## src/rtl/core/mbrh_pkg.sv

```systemverilog
// ----------------------------------------------------------------------------
// mbrh_pkg: shared types and constants
// Opcodes, reply codes, sequencer states and the CRC step function.
// ----------------------------------------------------------------------------
package mbrh_pkg;

    localparam int REG_DEPTH_DEF      = 256;
    localparam int TX_CAPACITY_DEF    = 64;
    localparam int MAX_SLAVE_ADDR_DEF = 247;

    localparam int FRAME_LEN   = 8;
    localparam int REPLY_FIXED = 5;
    localparam int RESULT_LIMIT = 63;

    localparam logic [1:0] OP_RX_BYTE = 2'd0;
    localparam logic [1:0] OP_TICK    = 2'd1;
    localparam logic [1:0] OP_TX_IDLE = 2'd2;
    localparam logic [1:0] OP_REG_WR  = 2'd3;

    localparam logic [7:0] FN_READ      = 8'h03;
    localparam logic [7:0] EXC_FLAG     = 8'h80;
    localparam logic [7:0] EXC_FUNCTION = 8'h01;
    localparam logic [7:0] EXC_ADDRESS  = 8'h02;
    localparam logic [7:0] EXC_VALUE    = 8'h03;

    localparam logic [1:0] CFG_OWN_ADDR  = 2'd0;
    localparam logic [1:0] CFG_REG_COUNT = 2'd1;
    localparam logic [1:0] CFG_GAP       = 2'd2;
    localparam logic [1:0] CFG_TIMEOUT   = 2'd3;

    typedef enum logic [3:0] {
        ST_IDLE,
        ST_RXCRC,
        ST_CHECK,
        ST_HDR,
        ST_RDREQ,
        ST_RDWAIT,
        ST_DATA,
        ST_CRCLO,
        ST_CRCHI,
        ST_STATUS
    } state_t;

    // one bit step of CRC-16/MODBUS
    function automatic logic [15:0] crc_bit(input logic [15:0] c);
        crc_bit = c[0] ? ((c >> 1) ^ 16'hA001) : (c >> 1);
    endfunction

endpackage

```

## src/rtl/core/mbrh_crc.sv

```systemverilog
// ----------------------------------------------------------------------------
// mbrh_crc: shared CRC-16/MODBUS unit
// Takes a byte on start, shifts one bit per cycle, holds busy high until all eight bits are shifted.
// ----------------------------------------------------------------------------
module mbrh_crc (
    input  logic        aclk,
    input  logic        aresetn,
    input  logic        clear,
    input  logic        start,
    input  logic [7:0]  din,
    output logic        busy,
    output logic [15:0] crc
);
    import mbrh_pkg::*;

    logic [15:0] crc_reg, crc_next;
    logic [3:0]  cnt_reg, cnt_next;

    always_comb begin
        crc_next = crc_reg;
        cnt_next = cnt_reg;
        if (clear) begin
            crc_next = 16'hFFFF;
            cnt_next = 4'd0;
        end else if (start) begin
            crc_next = crc_reg ^ {8'h00, din};
            cnt_next = 4'd8;
        end else if (cnt_reg != 4'd0) begin
            crc_next = crc_bit(crc_reg);
            cnt_next = cnt_reg - 4'd1;
        end
    end

    always_ff @(posedge aclk) begin
        if (!aresetn) begin
            crc_reg <= 16'hFFFF;
            cnt_reg <= 4'd0;
        end else begin
            crc_reg <= crc_next;
            cnt_reg <= cnt_next;
        end
    end

    assign busy = (cnt_reg != 4'd0);
    assign crc  = crc_reg;

    a_start_idle: assert property (@(posedge aclk) disable iff (!aresetn)
        start |-> !busy)
        else $error("crc start while busy");
    a_count_load: assert property (@(posedge aclk) disable iff (!aresetn)
        (start && !clear) |=> (cnt_reg == 4'd8))
        else $error("crc count not loaded");
    a_count_range: assert property (@(posedge aclk) disable iff (!aresetn)
        cnt_reg <= 4'd8)
        else $error("crc count overflow");
endmodule

```

## src/rtl/core/mbrh_hold_mem.sv

```systemverilog
// ----------------------------------------------------------------------------
// mbrh_hold_mem: holding register store
// One write port, one registered read port; per-entry valid bits give zero reset.
// ----------------------------------------------------------------------------
module mbrh_hold_mem #(
    parameter int REG_DEPTH = mbrh_pkg::REG_DEPTH_DEF,
    parameter int AW = (REG_DEPTH > 1) ? $clog2(REG_DEPTH) : 1
) (
    input  logic          aclk,
    input  logic          aresetn,
    input  logic          wr_en,
    input  logic [AW-1:0] wr_addr,
    input  logic [15:0]   wr_data,
    input  logic          rd_en,
    input  logic [AW-1:0] rd_addr,
    output logic [15:0]   rd_data
);
    import mbrh_pkg::*;

    logic [15:0]          mem [REG_DEPTH];
    logic [REG_DEPTH-1:0] vld_reg;
    logic [15:0]          q_reg;
    logic                 qv_reg;

    always_ff @(posedge aclk) begin
        if (wr_en) mem[wr_addr] <= wr_data;
        if (rd_en) q_reg <= mem[rd_addr];
    end

    always_ff @(posedge aclk) begin
        if (!aresetn) begin
            vld_reg <= '0;
            qv_reg  <= 1'b0;
        end else begin
            if (wr_en) vld_reg[wr_addr] <= 1'b1;
            if (rd_en) qv_reg <= vld_reg[rd_addr];
        end
    end

    assign rd_data = qv_reg ? q_reg : 16'h0000;
endmodule

```

## src/rtl/core/modbus_read_holding_slave_core.sv

```systemverilog
// ----------------------------------------------------------------------------
// modbus_read_holding_slave_core: Modbus RTU slave, function 3 only
// Collects request frames, checks them with a shared bit-serial CRC unit and
// streams the reply bytes from the holding store.
// ----------------------------------------------------------------------------
// channel | dir | tdata fields (low first)                 | tuser
// s_axis  | in  | rx_byte, reg_index, reg_value            | opcode
// m_axis  | out | tx_byte, waiting_tx,                     | has_byte
//         |     | requests_seen, replies_sent, errors_seen | (tlast = last)
// cfg     | in  | wr_en, wr_index, wr_data                 | -
//
// Each item that does not complete a frame yields one status item before the
// next is accepted. A completed frame has its six request bytes checked bit by
// bit through the single CRC unit; a dropped frame then yields a status item,
// else the reply header and data bytes pass bit by bit through that unit too.
// Reset is synchronous and clears control state and the holding store valid
// bits. s_axis_tready is low while an item is in work; m_axis stalls hold it.
// ----------------------------------------------------------------------------
module modbus_read_holding_slave_core #(
    parameter int REG_DEPTH      = mbrh_pkg::REG_DEPTH_DEF,
    parameter int TX_CAPACITY    = mbrh_pkg::TX_CAPACITY_DEF,
    parameter int MAX_SLAVE_ADDR = mbrh_pkg::MAX_SLAVE_ADDR_DEF
) (
    input  logic        aclk,
    input  logic        aresetn,
    input  logic        s_axis_tvalid,
    output logic        s_axis_tready,
    // rx_byte[7:0], reg_index[15:8], reg_value[31:16]
    input  logic [31:0] s_axis_tdata,
    // opcode[1:0]
    input  logic [1:0]  s_axis_tuser,
    output logic        m_axis_tvalid,
    input  logic        m_axis_tready,
    // tx_byte[7:0], waiting_tx[8], requests_seen[24:9],
    // replies_sent[40:25], errors_seen[56:41]
    output logic [63:0] m_axis_tdata,
    // has_byte[0]
    output logic        m_axis_tuser,
    output logic        m_axis_tlast,
    input  logic        cfg_wr_en,
    input  logic [1:0]  cfg_wr_index,
    input  logic [15:0] cfg_wr_data
);
    import mbrh_pkg::*;

    localparam int AW = (REG_DEPTH > 1) ? $clog2(REG_DEPTH) : 1;
    localparam int LIM_A = (TX_CAPACITY - REPLY_FIXED) / 2;
    localparam int LIM_B = (RESULT_LIMIT - REPLY_FIXED) / 2;
    localparam int LIMIT = (LIM_A < LIM_B) ? LIM_A : LIM_B;
    localparam int EFF_MAX = (REG_DEPTH < 511) ? REG_DEPTH : 511;

    // configuration
    logic [7:0]  own_reg;
    logic [8:0]  rcnt_reg;
    logic [15:0] gap_reg, tmo_reg;

    always_ff @(posedge aclk) begin
        if (!aresetn) begin
            own_reg  <= 8'd1;
            rcnt_reg <= 9'd0;
            gap_reg  <= 16'd4;
            tmo_reg  <= 16'd100;
        end else if (cfg_wr_en) begin
            case (cfg_wr_index)
                CFG_OWN_ADDR:  own_reg  <= cfg_wr_data[7:0];
                CFG_REG_COUNT: rcnt_reg <= cfg_wr_data[8:0];
                CFG_GAP:       gap_reg  <= cfg_wr_data;
                CFG_TIMEOUT:   tmo_reg  <= cfg_wr_data;
                default: ;
            endcase
        end
    end

    logic inert;
    assign inert = (own_reg == 8'd0) || (own_reg > 8'(MAX_SLAVE_ADDR)) ||
                   (rcnt_reg == 9'd0) || (gap_reg == 16'd0);
    logic [8:0] eff;
    assign eff = (rcnt_reg > 9'(EFF_MAX)) ? 9'(EFF_MAX) : rcnt_reg;

    // input fields
    logic [1:0]  in_op;
    logic [7:0]  in_byte, in_idx;
    logic [15:0] in_val;
    assign in_op   = s_axis_tuser;
    assign in_byte = s_axis_tdata[7:0];
    assign in_idx  = s_axis_tdata[15:8];
    assign in_val  = s_axis_tdata[31:16];

    // state
    state_t      st_reg, st_next;
    logic [7:0]  frame_reg [FRAME_LEN];
    logic [3:0]  fill_reg;
    logic        wait_reg;
    logic [15:0] idle_reg, txel_reg;
    logic [15:0] req_reg, rep_reg, err_reg;
    logic [2:0]  bi_reg;         // byte index for CRC scan
    logic [7:0]  hdr_reg [3];    // reply header bytes
    logic [1:0]  hn_reg;         // header length-1 index
    logic [1:0]  hi_reg;
    logic        exc_reg;
    logic [8:0]  addr_reg;
    logic [5:0]  left_reg;       // data registers left
    logic        lo_reg;         // next data byte is low half
    logic [15:0] word_reg;
    logic        crc_pend_reg;   // crc unit has a byte in flight
    logic [7:0]  ob_reg;
    logic        oh_reg, ol_reg, ov_reg;

    logic        accept;
    assign s_axis_tready = (st_reg == ST_IDLE) && !ov_reg;
    assign accept = s_axis_tvalid && s_axis_tready;

    logic        out_free;
    assign out_free = !ov_reg || m_axis_tready;

    logic        frame_done;
    assign frame_done = accept && !inert && (in_op == OP_RX_BYTE) && !wait_reg &&
                        (fill_reg == 4'(FRAME_LEN - 1));

    // crc unit
    logic        crc_clr, crc_start, crc_busy;
    logic [7:0]  crc_din;
    logic [15:0] crc_val;
    mbrh_crc u_crc (
        .aclk(aclk), .aresetn(aresetn), .clear(crc_clr), .start(crc_start),
        .din(crc_din), .busy(crc_busy), .crc(crc_val)
    );

    logic        crc_ready;
    assign crc_ready = !crc_busy && !crc_pend_reg;

    // holding store
    logic        mem_we, mem_re;
    logic [15:0] mem_q;
    logic [AW-1:0] mem_ra;
    assign mem_we = accept && !inert && (in_op == OP_REG_WR) &&
                    ({9'd0, in_idx} < 17'(REG_DEPTH));
    assign mem_re = (st_reg == ST_RDREQ);
    assign mem_ra = AW'(addr_reg);
    mbrh_hold_mem #(.REG_DEPTH(REG_DEPTH), .AW(AW)) u_mem (
        .aclk(aclk), .aresetn(aresetn), .wr_en(mem_we), .wr_addr(AW'(in_idx)),
        .wr_data(in_val), .rd_en(mem_re), .rd_addr(mem_ra), .rd_data(mem_q)
    );

    // frame decode
    logic [15:0] f_start, f_count, f_rxcrc;
    assign f_start = {frame_reg[2], frame_reg[3]};
    assign f_count = {frame_reg[4], frame_reg[5]};
    assign f_rxcrc = {frame_reg[7], frame_reg[6]};

    logic       frame_drop;
    assign frame_drop = (crc_val != f_rxcrc) || (frame_reg[0] != own_reg);

    // next state
    always_comb begin
        st_next = st_reg;
        case (st_reg)
            ST_IDLE: begin
                if (accept)
                    st_next = frame_done ? ST_RXCRC : ST_STATUS;
            end
            ST_RXCRC: begin
                if (crc_ready && bi_reg == 3'd6)
                    st_next = ST_CHECK;
            end
            ST_CHECK: st_next = frame_drop ? ST_STATUS : ST_HDR;
            ST_HDR: begin
                if (crc_ready && out_free && hi_reg == hn_reg)
                    st_next = exc_reg ? ST_CRCLO : ST_RDREQ;
            end
            ST_RDREQ:  st_next = ST_RDWAIT;
            ST_RDWAIT: st_next = ST_DATA;
            ST_DATA: begin
                if (crc_ready && out_free && lo_reg)
                    st_next = (left_reg == 6'd1) ? ST_CRCLO : ST_RDREQ;
            end
            ST_CRCLO: begin
                if (crc_ready && out_free)
                    st_next = ST_CRCHI;
            end
            ST_CRCHI: begin
                if (out_free)
                    st_next = ST_IDLE;
            end
            ST_STATUS: begin
                if (out_free)
                    st_next = ST_IDLE;
            end
            default: st_next = ST_IDLE;
        endcase
    end

    // crc feed and emit strobes
    logic       emit;
    logic [7:0] emit_byte;
    logic       emit_last;
    always_comb begin
        crc_clr   = 1'b0;
        crc_start = 1'b0;
        crc_din   = 8'h00;
        emit      = 1'b0;
        emit_byte = 8'h00;
        emit_last = 1'b0;
        case (st_reg)
            ST_IDLE: crc_clr = frame_done;
            ST_RXCRC: begin
                if (crc_ready && bi_reg != 3'd6) begin
                    crc_start = 1'b1;
                    crc_din   = frame_reg[bi_reg];
                end
            end
            ST_CHECK: crc_clr = 1'b1;
            ST_HDR: begin
                if (crc_ready && out_free) begin
                    emit      = 1'b1;
                    emit_byte = hdr_reg[hi_reg];
                    crc_start = 1'b1;
                    crc_din   = hdr_reg[hi_reg];
                end
            end
            ST_DATA: begin
                if (crc_ready && out_free) begin
                    emit      = 1'b1;
                    emit_byte = lo_reg ? word_reg[7:0] : word_reg[15:8];
                    crc_start = 1'b1;
                    crc_din   = lo_reg ? word_reg[7:0] : word_reg[15:8];
                end
            end
            ST_CRCLO: begin
                if (crc_ready && out_free) begin
                    emit      = 1'b1;
                    emit_byte = crc_val[7:0];
                end
            end
            ST_CRCHI: begin
                if (out_free) begin
                    emit      = 1'b1;
                    emit_byte = crc_val[15:8];
                    emit_last = 1'b1;
                end
            end
            ST_STATUS: begin
                if (out_free) begin
                    emit      = 1'b1;
                    emit_last = 1'b1;
                end
            end
            default: ;
        endcase
    end

    // datapath registers
    always_ff @(posedge aclk) begin
        if (!aresetn) begin
            st_reg       <= ST_IDLE;
            fill_reg     <= 4'd0;
            wait_reg     <= 1'b0;
            idle_reg     <= 16'd0;
            txel_reg     <= 16'd0;
            req_reg      <= 16'd0;
            rep_reg      <= 16'd0;
            err_reg      <= 16'd0;
            ov_reg       <= 1'b0;
            crc_pend_reg <= 1'b0;
            bi_reg       <= 3'd0;
            hi_reg       <= 2'd0;
        end else begin
            st_reg       <= st_next;
            crc_pend_reg <= crc_start;
            if (m_axis_tready) ov_reg <= 1'b0;
            if (emit) begin
                ov_reg <= 1'b1;
                ob_reg <= emit_byte;
                ol_reg <= emit_last;
                oh_reg <= (st_reg != ST_STATUS);
            end
            case (st_reg)
                ST_IDLE: begin
                    bi_reg <= 3'd0;
                    hi_reg <= 2'd0;
                    if (accept && !inert) begin
                        case (in_op)
                            OP_RX_BYTE: begin
                                if (!wait_reg) begin
                                    frame_reg[fill_reg[2:0]] <= in_byte;
                                    fill_reg <= fill_reg + 4'd1;
                                    idle_reg <= 16'd0;
                                end
                            end
                            OP_TICK: begin
                                if (wait_reg) begin
                                    if (txel_reg != 16'hFFFF &&
                                        txel_reg + 16'd1 < tmo_reg)
                                        txel_reg <= txel_reg + 16'd1;
                                    else if (txel_reg == 16'hFFFF &&
                                             txel_reg < tmo_reg)
                                        txel_reg <= txel_reg;
                                    else begin
                                        err_reg  <= err_reg + 16'd1;
                                        wait_reg <= 1'b0;
                                        txel_reg <= 16'd0;
                                        fill_reg <= 4'd0;
                                        idle_reg <= 16'd0;
                                    end
                                end else if (fill_reg != 4'd0) begin
                                    if (idle_reg != 16'hFFFF &&
                                        idle_reg + 16'd1 < gap_reg)
                                        idle_reg <= idle_reg + 16'd1;
                                    else if (idle_reg == 16'hFFFF &&
                                             idle_reg < gap_reg)
                                        idle_reg <= idle_reg;
                                    else begin
                                        err_reg  <= err_reg + 16'd1;
                                        fill_reg <= 4'd0;
                                        idle_reg <= 16'd0;
                                    end
                                end
                            end
                            OP_TX_IDLE: begin
                                if (wait_reg) begin
                                    wait_reg <= 1'b0;
                                    txel_reg <= 16'd0;
                                    fill_reg <= 4'd0;
                                    idle_reg <= 16'd0;
                                end
                            end
                            default: ;
                        endcase
                    end
                end
                ST_RXCRC: begin
                    if (crc_start) bi_reg <= bi_reg + 3'd1;
                    if (st_next == ST_CHECK) begin
                        req_reg  <= req_reg + 16'd1;
                        fill_reg <= 4'd0;
                        idle_reg <= 16'd0;
                    end
                end
                ST_CHECK: begin
                    hdr_reg[0] <= own_reg;
                    hn_reg     <= 2'd2;
                    exc_reg    <= 1'b1;
                    addr_reg   <= f_start[8:0];
                    left_reg   <= f_count[5:0];
                    lo_reg     <= 1'b0;
                    if (crc_val != f_rxcrc) begin
                        err_reg <= err_reg + 16'd1;
                    end else if (frame_reg[0] == own_reg) begin
                        if (frame_reg[1] != FN_READ) begin
                            hdr_reg[1] <= frame_reg[1] | EXC_FLAG;
                            hdr_reg[2] <= EXC_FUNCTION;
                            err_reg    <= err_reg + 16'd1;
                        end else if (f_count == 16'd0) begin
                            hdr_reg[1] <= FN_READ | EXC_FLAG;
                            hdr_reg[2] <= EXC_VALUE;
                            err_reg    <= err_reg + 16'd1;
                        end else if (f_start >= {7'd0, eff} ||
                                     f_count > {7'd0, eff} - f_start) begin
                            hdr_reg[1] <= FN_READ | EXC_FLAG;
                            hdr_reg[2] <= EXC_ADDRESS;
                            err_reg    <= err_reg + 16'd1;
                        end else if (f_count > 16'(LIMIT)) begin
                            hdr_reg[1] <= FN_READ | EXC_FLAG;
                            hdr_reg[2] <= EXC_VALUE;
                            err_reg    <= err_reg + 16'd1;
                        end else begin
                            hdr_reg[1] <= FN_READ;
                            hdr_reg[2] <= {f_count[6:0], 1'b0};
                            exc_reg    <= 1'b0;
                        end
                        rep_reg  <= rep_reg + 16'd1;
                        wait_reg <= 1'b1;
                        txel_reg <= 16'd0;
                    end
                end
                ST_HDR: if (emit) hi_reg <= hi_reg + 2'd1;
                ST_RDWAIT: word_reg <= mem_q;
                ST_DATA: begin
                    if (emit) begin
                        lo_reg <= !lo_reg;
                        if (lo_reg) begin
                            left_reg <= left_reg - 6'd1;
                            addr_reg <= addr_reg + 9'd1;
                        end
                    end
                end
                default: ;
            endcase
        end
    end

    assign m_axis_tvalid = ov_reg;
    assign m_axis_tlast  = ol_reg;
    assign m_axis_tuser  = oh_reg;
    assign m_axis_tdata  = {7'd0, err_reg, rep_reg, req_reg, wait_reg,
                            oh_reg ? ob_reg : 8'h00};

    a_ready_free: assert property (@(posedge aclk) disable iff (!aresetn)
        s_axis_tready |-> !ov_reg)
        else $error("ready with output pending");
    a_fill_range: assert property (@(posedge aclk) disable iff (!aresetn)
        fill_reg <= 4'(FRAME_LEN))
        else $error("frame fill overflow");
    a_data_left: assert property (@(posedge aclk) disable iff (!aresetn)
        (st_reg == ST_DATA) |-> (left_reg != 6'd0))
        else $error("data phase with no bytes left");
    a_out_hold: assert property (@(posedge aclk) disable iff (!aresetn)
        (m_axis_tvalid && !m_axis_tready) |=>
        (m_axis_tvalid && $stable(m_axis_tdata) && $stable(m_axis_tuser) &&
         $stable(m_axis_tlast)))
        else $error("output changed while stalled");
endmodule
```

## config.mk

```make
export PLATFORM = sky130hd
export DESIGN_NAME = modbus_read_holding_slave_core
export DESIGN_NICKNAME = d
export VERILOG_FILES = /design/src/rtl/core/mbrh_pkg.sv /design/src/rtl/core/mbrh_crc.sv /design/src/rtl/core/mbrh_hold_mem.sv /design/src/rtl/core/modbus_read_holding_slave_core.sv
export SDC_FILE = /design/constraint.sdc
export NUM_CORES = 2
export LEC_CHECK = 0
export BUFFER_PORTS_ARGS = -buffer_cell sky130_fd_sc_hd__buf_2
export CORE_AREA = 2 2 638 640
export DETAILED_ROUTE_END_ITERATION = 16
export DIE_AREA = 0 0 640 642
export GPL_ROUTABILITY_DRIVEN = 0
export SYNTH_ARGS = -nofsm -noshare
export SYNTH_HDL_FRONTEND = slang
export SYNTH_HIERARCHICAL = 1
export SYNTH_MEMORY_MAX_BITS = 65536
export SYNTH_SLANG_ARGS = --single-unit
```

## constraint.sdc

```tcl
create_clock -name aclk -period 6 [get_ports aclk]
set_input_delay 1.2 -clock aclk [delete_from_list [all_inputs] [get_ports aclk]]
set_output_delay 1.2 -clock aclk [all_outputs]
set_load 0.02 [all_outputs]
```

Word level (Yosys, flattened, before mapping)
Memories as Yosys holds them, arrays and structs flattened. A register that Yosys moved wholly into a read port is not among the register bits.
Cells that the tools add are included.
{"block": "word_totals", "romBits": 0, "in_bits": 57, "latchBits": 0, "ram_bits": 4184, "mem_count": 3, "reg_bits": 465}
{"name": "u_mem.mem", "words": 256, "width": 16, "read_ports": 1, "rd_ports_with_merged_regs": 1, "wr": 1, "line": "mbrh_hold_mem.sv:20", "source": "logic [15:0] mem [REG_DEPTH];"}
{"name": "frame_reg", "words": 8, "width": 8, "read_ports": 9, "rd_ports_with_merged_regs": 1, "wr": 1, "line": "modbus_read_holding_slave_core.sv:91", "source": "logic [7:0] frame_reg [FRAME_LEN];"}
{"name": "hdr_reg", "words": 3, "width": 8, "read_ports": 1, "rd_ports_with_merged_regs": 1, "wr": 3, "line": "modbus_read_holding_slave_core.sv:97", "source": "logic [7:0] hdr_reg [3];"}
{"block": "op_classes", "mux": 166, "n_reduce_logical": 69, "div_mod_pow": 0, "bitwise_logic": 14, "shift": 0, "order_cmp": 12, "n_eq_ne": 58, "n_mul": 0, "n_addsub": 12}
{"cell": "$mux W16", "n": 32}
{"cell": "$or A256 B256 Y256", "n": 1}
{"cell": "$pmux W16 S2", "n": 4}
{"cell": "$mux W8", "n": 15}
{"cell": "$add A16 B1 Y16 const B", "n": 5}
{"cell": "$mux W4", "n": 20}
{"cell": "$lt A16 B16 Y1", "n": 4}
{"cell": "$mux W1", "n": 64}
{"cell": "$pmux W16 S3", "n": 1}
{"cell": "$pmux W4 S9", "n": 1}
{"cell": "$eq A16 B16 Y1 const B", "n": 2}
{"cell": "$logic_not A16 Y1", "n": 2}
{"cell": "$ne A16 B16 Y1 const B", "n": 2}
{"cell": "$pmux W8 S4", "n": 1}
{"cell": "$ne A4 B4 Y1 const B", "n": 7}
{"cell": "$mux W9", "n": 3}
{"cell": "$ne A3 B3 Y1 const B", "n": 9}
{"cell": "$pmux W8 S3", "n": 1}
{"cell": "$eq A4 B3 Y1 const B", "n": 5}
{"cell": "$reduce_and A10 Y1", "n": 2}
{"cell": "$reduce_and A2 Y1", "n": 10}
{"cell": "$logic_and A1 B1 Y1", "n": 18}
{"cell": "$lt A8 B9 Y1 const B", "n": 2}
{"cell": "$pmux W9 S2", "n": 1}
{"cell": "62 further kinds", "n": 119}

Depth between registers and ports, before layout
{"block": "depth", "ltp_word": 16, "mapped_depth": 22, "mapped_depth_nobuf": 21}

Hierarchy
Netlist, hierarchy kept.
{"mod": "mbrh_hold_mem", "cells_per_inst": 7368, "area_each_um2": 165209.7, "n_inst": 1}
{"mod": "modbus_read_holding_slave_core", "cells_per_inst": 1611, "area_each_um2": 15245.9, "n_inst": 1}
{"mod": "mbrh_crc", "cells_per_inst": 112, "area_each_um2": 957.2, "n_inst": 1}

Worst setup path after synthesis
No wires, ideal clock.
{"block": "synth_path", "path_type": "register -> register", "startpoint": "register rcnt_reg[8]", "endpoint": "register err_reg[7]", "stages_incl_launch_ff": 21, "setup_slack_ps": 1333, "required_time_ps": 5929, "arrival_ps": 4597, "synth_period_minus_slack_ps": 4667, "setup_ps": 71, "path_cell_list": "dfxtp_1 nand2b_1 ha_1 inv_1 fa_1 a21o_1 a21oi_1 nor2_1 or3_1 a21oi_1 nor2_1 xor2_1 ha_1 nand4_1 or4_1 o221ai_1 o21ai_0 a31oi_2 nand2_4 or4_1 a21oi_1"}
{"block": "synth_via", "elab_chain_cells": 11, "word_cells_on_any_way": 20, "classes_between": "1 x add/sub; 3 x order compare; 2 x eq/ne; 7 x mux; 7 x reduce/logical"}
{"element": "start, declared", "line": "modbus_read_holding_slave_core.sv:54", "source": "logic [8:0] rcnt_reg;"}
{"element": "start signal, assigned", "line": "modbus_read_holding_slave_core.sv:66", "source": "CFG_REG_COUNT: rcnt_reg <= cfg_wr_data[8:0];"}
{"element": "$gt A9 B9 Y1", "line": "modbus_read_holding_slave_core.sv:78", "source": "assign eff = (rcnt_reg > 9'(EFF_MAX)) ? 9'(EFF_MAX) : rcnt_reg;"}
{"element": "$mux W9", "line": "modbus_read_holding_slave_core.sv:78"}
{"element": "$sub A9 B16 Y16", "line": "modbus_read_holding_slave_core.sv:358", "source": "f_count > {7'd0, eff} - f_start) begin"}
{"element": "$gt A16 B16 Y1", "line": "modbus_read_holding_slave_core.sv:358"}
{"element": "$logic_or A1 B1 Y1", "line": "modbus_read_holding_slave_core.sv:357", "source": "end else if (f_start >= {7'd0, eff} ||"}
{"element": "$mux W16", "line": "modbus_read_holding_slave_core.sv:357"}
{"element": "$mux W16", "line": "modbus_read_holding_slave_core.sv:353", "source": "end else if (f_count == 16'd0) begin"}
{"element": "$mux W16", "line": "modbus_read_holding_slave_core.sv:349", "source": "if (frame_reg[1] != FN_READ) begin"}
{"element": "$mux W16", "line": "modbus_read_holding_slave_core.sv:348", "source": "end else if (frame_reg[0] == own_reg) begin"}
{"element": "$mux W16", "line": "modbus_read_holding_slave_core.sv:346", "source": "if (crc_val != f_rxcrc) begin"}
{"element": "$pmux W16 S2", "line": "modbus_read_holding_slave_core.sv:277", "source": "case (st_reg)"}
{"element": "end signal, assigned", "line": "modbus_read_holding_slave_core.sv:347", "source": "err_reg <= err_reg + 16'd1;"}
{"element": "end signal, assigned", "line": "modbus_read_holding_slave_core.sv:352", "source": "err_reg <= err_reg + 16'd1;"}
{"element": "end signal, assigned", "line": "modbus_read_holding_slave_core.sv:356", "source": "err_reg <= err_reg + 16'd1;"}
{"element": "end, declared", "line": "modbus_read_holding_slave_core.sv:95", "source": "logic [15:0] req_reg, rep_reg, err_reg;"}
Several ways; a longest one is shown, not always the timed one. The select of a mux whose other input is x is not followed.
A chain may end at the register's enable or synchronous reset.

Worst setup path in the final report
{"block": "layout_path", "startpoint": "register rcnt_reg[1]", "endpoint": "register err_reg[10]"}
The elaborated chain is that of the path after synthesis.

==> impl_table.tex <==
\begin{tabular}{lr}
\hline
Metric & Value \\
\hline
\multicolumn{2}{l}{\textbf{Setup path}} \\
\quad Worst Setup Start Kind & register \\
\quad CP delay by family, top & simple AND/OR/NAND/NOR gates \\
\quad Sequence of cells on the critical path & nor2b\_1 -> ha\_1 -> nor2b\_1 -> o21ai\_0 -> a21boi\_0 -> o21ai\_0 -> a211oi\_1 -> and3\_1 -> o21ai\_0 -> nor2\_1 -> xor2\_1 -> ha\_1 -> nand4\_1 -> or4\_1 -> o221ai\_1 -> o21ai\_0 -> a31oi\_2 -> buf\_4 -> nand2\_4 -> or4\_1 -> a21oi\_1 \\
\quad Most used cell, CP & sky130\_fd\_sc\_hd\_\_o21ai\_0 \\
\quad Setup slack of the most critical reg-to-reg path & 0.66 ns \\
\quad Worst setup EP type & register \\
\quad Critical Setup Path Class & reg -> reg \\
\quad Launch point of the critical path & rcnt\_reg[1] \\
\quad Maximum single-stage delay on the critical path & $\sim$0.55 ns \\
\quad Worst Path Max Fanout & 19 \\
\quad R2R depth & 21 \\
\quad Crit path depth & 21 \\
\quad Source of the worst register-to-register timing path & rcnt\_reg[1] \\
\quad End of the worst register-to-register path & err\_reg[10] \\
\quad Arrival time of data at the critical path endpoint & 6.19 ns \\
\quad Data required time at the worst endpoint & between 6 and 7 ns \\
\quad Cell with the biggest individual delay on the critical path & sky130\_fd\_sc\_hd\_\_or4\_1 \\
\quad CP bufs+invs & 1 \\
\quad Critical Path End & err\_reg[10] \\
\multicolumn{2}{l}{\textbf{Finish}} \\
\quad Commonest cells after routing, fill and taps aside & 4235 x sky130\_fd\_sc\_hd\_\_edfxtp\_1, 1094 x sky130\_fd\_sc\_hd\_\_mux4\_2, 470 x sky130\_fd\_sc\_hd\_\_clkbuf\_16 \\
\quad Area overhead of the layout relative to synthesis & 13.5\% \\
\quad Most frequent standard cell in the layout excluding fill and tap cells & sky130\_fd\_sc\_hd\_\_edfxtp\_1 \\
\quad Net count reported at finish & 9764 \\
\quad Flip-flop count of the largest register, all copies and words added & 4096 \\
\quad Fraction of layout instances using a drive strength above 1 & 0.244 \\
\multicolumn{2}{l}{\textbf{Routing}} \\
\quad Number of remaining DRC errors & 0 \\
\quad Detailed Route Iter0 Violations & 10.5k \\
\quad WL per Instance & approximately 31 um \\
\quad Number of vias after detailed routing & 93.9k \\
\quad Detailed-routing iteration count for the pre-antenna-repair pass & 6 \\
\quad Post-detailed-route count of antenna-violating nets & 0 \\
\quad Via count normalized by instance count & 6.08 \\
\quad Wirelength, routed & 478000 um \\
\multicolumn{2}{l}{\textbf{Synth}} \\
\quad Post-Synthesis Cell Area & $\sim$180000 um2 \\
\quad YS warnings & 6 \\
\quad Number of different library cells in the post-synthesis netlist & 81 \\
\quad Per-instance average area after synthesis & 20.0 um2 \\
\quad Async S/R FF share, synth & 0 \\
\quad Count of flip-flops with a built-in enable after synthesis & 4235 \\
\quad Post-synth top flop & sky130\_fd\_sc\_hd\_\_edfxtp\_1 \\
\quad \#FFs+latches synth & 4669 \\
\quad Fraction of the yosys area taken by sequential cells & 0.749 \\
\quad Post-synthesis instance total & 9091 \\
\multicolumn{2}{l}{\textbf{Timing}} \\
\quad Final WS setup & approximately 0.66 ns \\
\quad Max-Slew Margin vs Limit & 0.0747 \\
\quad Ratio of final minimum period to clock period & 0.890 \\
\quad Final min period & 5.34 ns \\
\quad Final number of max-transition violations & 0 \\
\quad Final hold violations & 0 \\
\quad Worst clock skew & 0.0763 ns \\
\quad Measured slew at the worst slew-check pin & 1.39 ns \\
\quad Number of endpoints failing setup at the final stage & 0 \\
\quad Unrepaired setup endpoints after global routing & no \\
\quad Setup TNS & 0 ns \\
\quad Final-layout worst hold slack & 0.447 ns \\
\quad Highest Clock Rate & about 0.19 GHz \\
\multicolumn{2}{l}{\textbf{Global route}} \\
\quad Wire length of the first global-routing pass & 682000 um \\
\quad Maximum number of pins on one net before global-route repair & 162 \\
\quad Global routing met2 resource utilization & 0.357 \\
\quad Most used routing layer & met2 \\
\quad Met3 usage in global routing & 0.0410 \\
\quad GRT met1 Usage & 0.326 \\
\quad All-layer global routing usage & 0.229 \\
\quad Initial antenna violation count & 19 \\
\quad Grt ovf & 0 \\
\quad Via count of the first global-routing pass & roughly 93k \\
\multicolumn{2}{l}{\textbf{Die}} \\
\quad Y dimension of the die & 642 um \\
\quad Starting Density & 0.449 \\
\quad Core ar. & 404000 um2 \\
\quad I/O pin count & 125 \\
\quad Horiz. Die Dim & 640 um \\
\quad Die Footprint & 411000 um2 \\
\quad Number of placement rows & 234 \\
\multicolumn{2}{l}{\textbf{Clocking}} \\
\quad Clock tree buffer depth & 4 \\
\quad \# H-tree levels & 5 \\
\quad Clock transition at the registers of the reported paths & approximately 0.060 ns \\
\quad Clock insertion delay at the later pin of the skew report & 1.01 ns \\
\quad CTS tree & yes \\
\quad Sinks on Clock Net & $\sim$4.7k \\
\quad Count of cells resized by post-cts repair & 0 \\
\quad Cell chosen for the clock root & sky130\_fd\_sc\_hd\_\_clkbuf\_16 \\
\quad Buffers inserted during post-CTS setup optimization & 0 \\
\quad Hold buffer count at cts & 0 \\
\quad Number of buffers inserted during clock tree synthesis & 467 \\
\multicolumn{2}{l}{\textbf{Run status}} \\
\quad Status & complete, no violations \\
\multicolumn{2}{l}{\textbf{Power and ir drop}} \\
\quad IR drop worst, VDD & 0.267 mV \\
\quad Pwr Density & 318 nW/um2 \\
\quad Leakage power & 65.3 nW \\
\multicolumn{2}{l}{\textbf{Placed design}} \\
\quad Number of buffer cells added on primary ports & 117 \\
\quad DP HPWL & around 280000 um \\
\quad Worst setup slack after placement & around 0.86 ns \\
\multicolumn{2}{l}{\textbf{Worst hold path}} \\
\quad Kind of path behind the tightest hold check & reg -> reg \\
\quad Worst hold path cell count & 2 \\
\multicolumn{2}{l}{\textbf{Run}} \\
\quad \# Max-Cap Violations & 0 \\
\hline
\end{tabular}
[area by class of cell]
| cell class | count | area, um2 |
|---|---|---|
| clock inverter | 270 | 2600 |
| antenna | 8 | 20.0 |
| inverter | 74 | 280 |
| tap | 5428 | 6790 |
| timing repair buffer | 587 | 5090 |
| multi-input combinational | 3803 | 42700 |
| fill | 32100 | 198000 |
| clock buffer | 607 | 12600 |
| sequential | 4669 | 136000 |
[layer usage]
metal | up-vias | wire [um] | share of wire
met5 | - | 120 | 0.00025
met4 | 20 | 17500 | 0.037
met3 | 749 | 39600 | 0.083
met2 | 4075 | 224000 | 0.47
met1 | 50200 | 197000 | 0.41
li1 | 38900 | - | -
[stage by stage]
| stage | util | instances | area [um2] | power, mW |
|---|---|---|---|---|
| final | 0.509 | 15400 | 206000 | 65.6 |
| after global routing | 0.509 | 15400 | 206000 | 67.4 |
| after CTS | 0.509 | 15400 | 206000 | 66.1 |
| after detailed placement | 0.472 | 14600 | 191000 | 37.5 |
| after global placement | 0.472 | 14600 | 191000 | 37.4 |
| after floorplan | - | 9099 | 181000 | 36.7 |
[worst reg2reg max path: stages (launching register included)]
cell and delay (ns):
sky130_fd_sc_hd__dfxtp_1 0.35, sky130_fd_sc_hd__nor2b_1 0.24, sky130_fd_sc_hd__ha_1 0.28, sky130_fd_sc_hd__nor2b_1 0.13, sky130_fd_sc_hd__o21ai_0 0.21, sky130_fd_sc_hd__a21boi_0 0.12
sky130_fd_sc_hd__o21ai_0 0.28, sky130_fd_sc_hd__a211oi_1 0.16, sky130_fd_sc_hd__and3_1 0.23, sky130_fd_sc_hd__o21ai_0 0.35, sky130_fd_sc_hd__nor2_1 0.10, sky130_fd_sc_hd__xor2_1 0.16
sky130_fd_sc_hd__ha_1 0.30, sky130_fd_sc_hd__nand4_1 0.14, sky130_fd_sc_hd__or4_1 0.44, sky130_fd_sc_hd__o221ai_1 0.20, sky130_fd_sc_hd__o21ai_0 0.26, sky130_fd_sc_hd__a31oi_2 0.20
sky130_fd_sc_hd__buf_4 0.20, sky130_fd_sc_hd__nand2_4 0.15, sky130_fd_sc_hd__or4_1 0.55, sky130_fd_sc_hd__a21oi_1 0.15
[synthesized netlist by cell type (104+ instances only)]
| master | instances | area [um2] |
|---|---|---|
| sky130_fd_sc_hd__nand2_1 | 233 | 875 |
| sky130_fd_sc_hd__nor2_1 | 421 | 1580 |
| sky130_fd_sc_hd__edfxtp_1 | 4235 | 127000 |
| sky130_fd_sc_hd__clkbuf_1 | 331 | 1240 |
| sky130_fd_sc_hd__a21oi_1 | 149 | 746 |
| sky130_fd_sc_hd__a22o_1 | 256 | 2240 |
| sky130_fd_sc_hd__o21a_1 | 261 | 1960 |
| sky130_fd_sc_hd__dfxtp_1 | 434 | 8690 |
| sky130_fd_sc_hd__a221oi_1 | 258 | 2260 |
| sky130_fd_sc_hd__o22ai_1 | 140 | 876 |
| sky130_fd_sc_hd__mux4_2 | 1094 | 24600 |
| sky130_fd_sc_hd__ha_1 | 104 | 1300 |
[how the worst min path moves through the flow]
stage,start,slack [ns],to
floorplan,hdr_reg[1][0],0.42,hdr_reg[1][0]
global placement,hdr_reg[1][5],0.44,hdr_reg[1][5]
detailed placement,hdr_reg[1][5],0.43,hdr_reg[1][5]
CTS,cfg_wr_data[12],0.40,tmo_reg[12]
global route,cfg_wr_data[15],0.45,tmo_reg[15]
finish,hdr_reg[1][4],0.45,hdr_reg[1][4]
[power by group]
| part | switching [mW] | total, mW | internal, mW |
|---|---|---|---|
| logic | 0.953 | 1.22 | 0.267 |
| registers | 0.0823 | 35.6 | 35.5 |
| clock network | 12.4 | 28.8 | 16.4 |
[kinds of logic after synthesis]
group | Yosys count | share of synthesized area
flip-flops | 4669 | 0.749
AO/OA/AOI/OAI | 1338 | 0.0541
multiplexers | 1168 | 0.140
AND/OR/NAND/NOR | 1077 | 0.0280
buffers and inverters | 627 | 0.0166
XOR/XNOR | 106 | 0.00512
adder cells (fa/ha/maj) | 105 | 0.00728
other | 1 | 0.0000207
No activity file was read; power rests on OpenSTA's default activity.
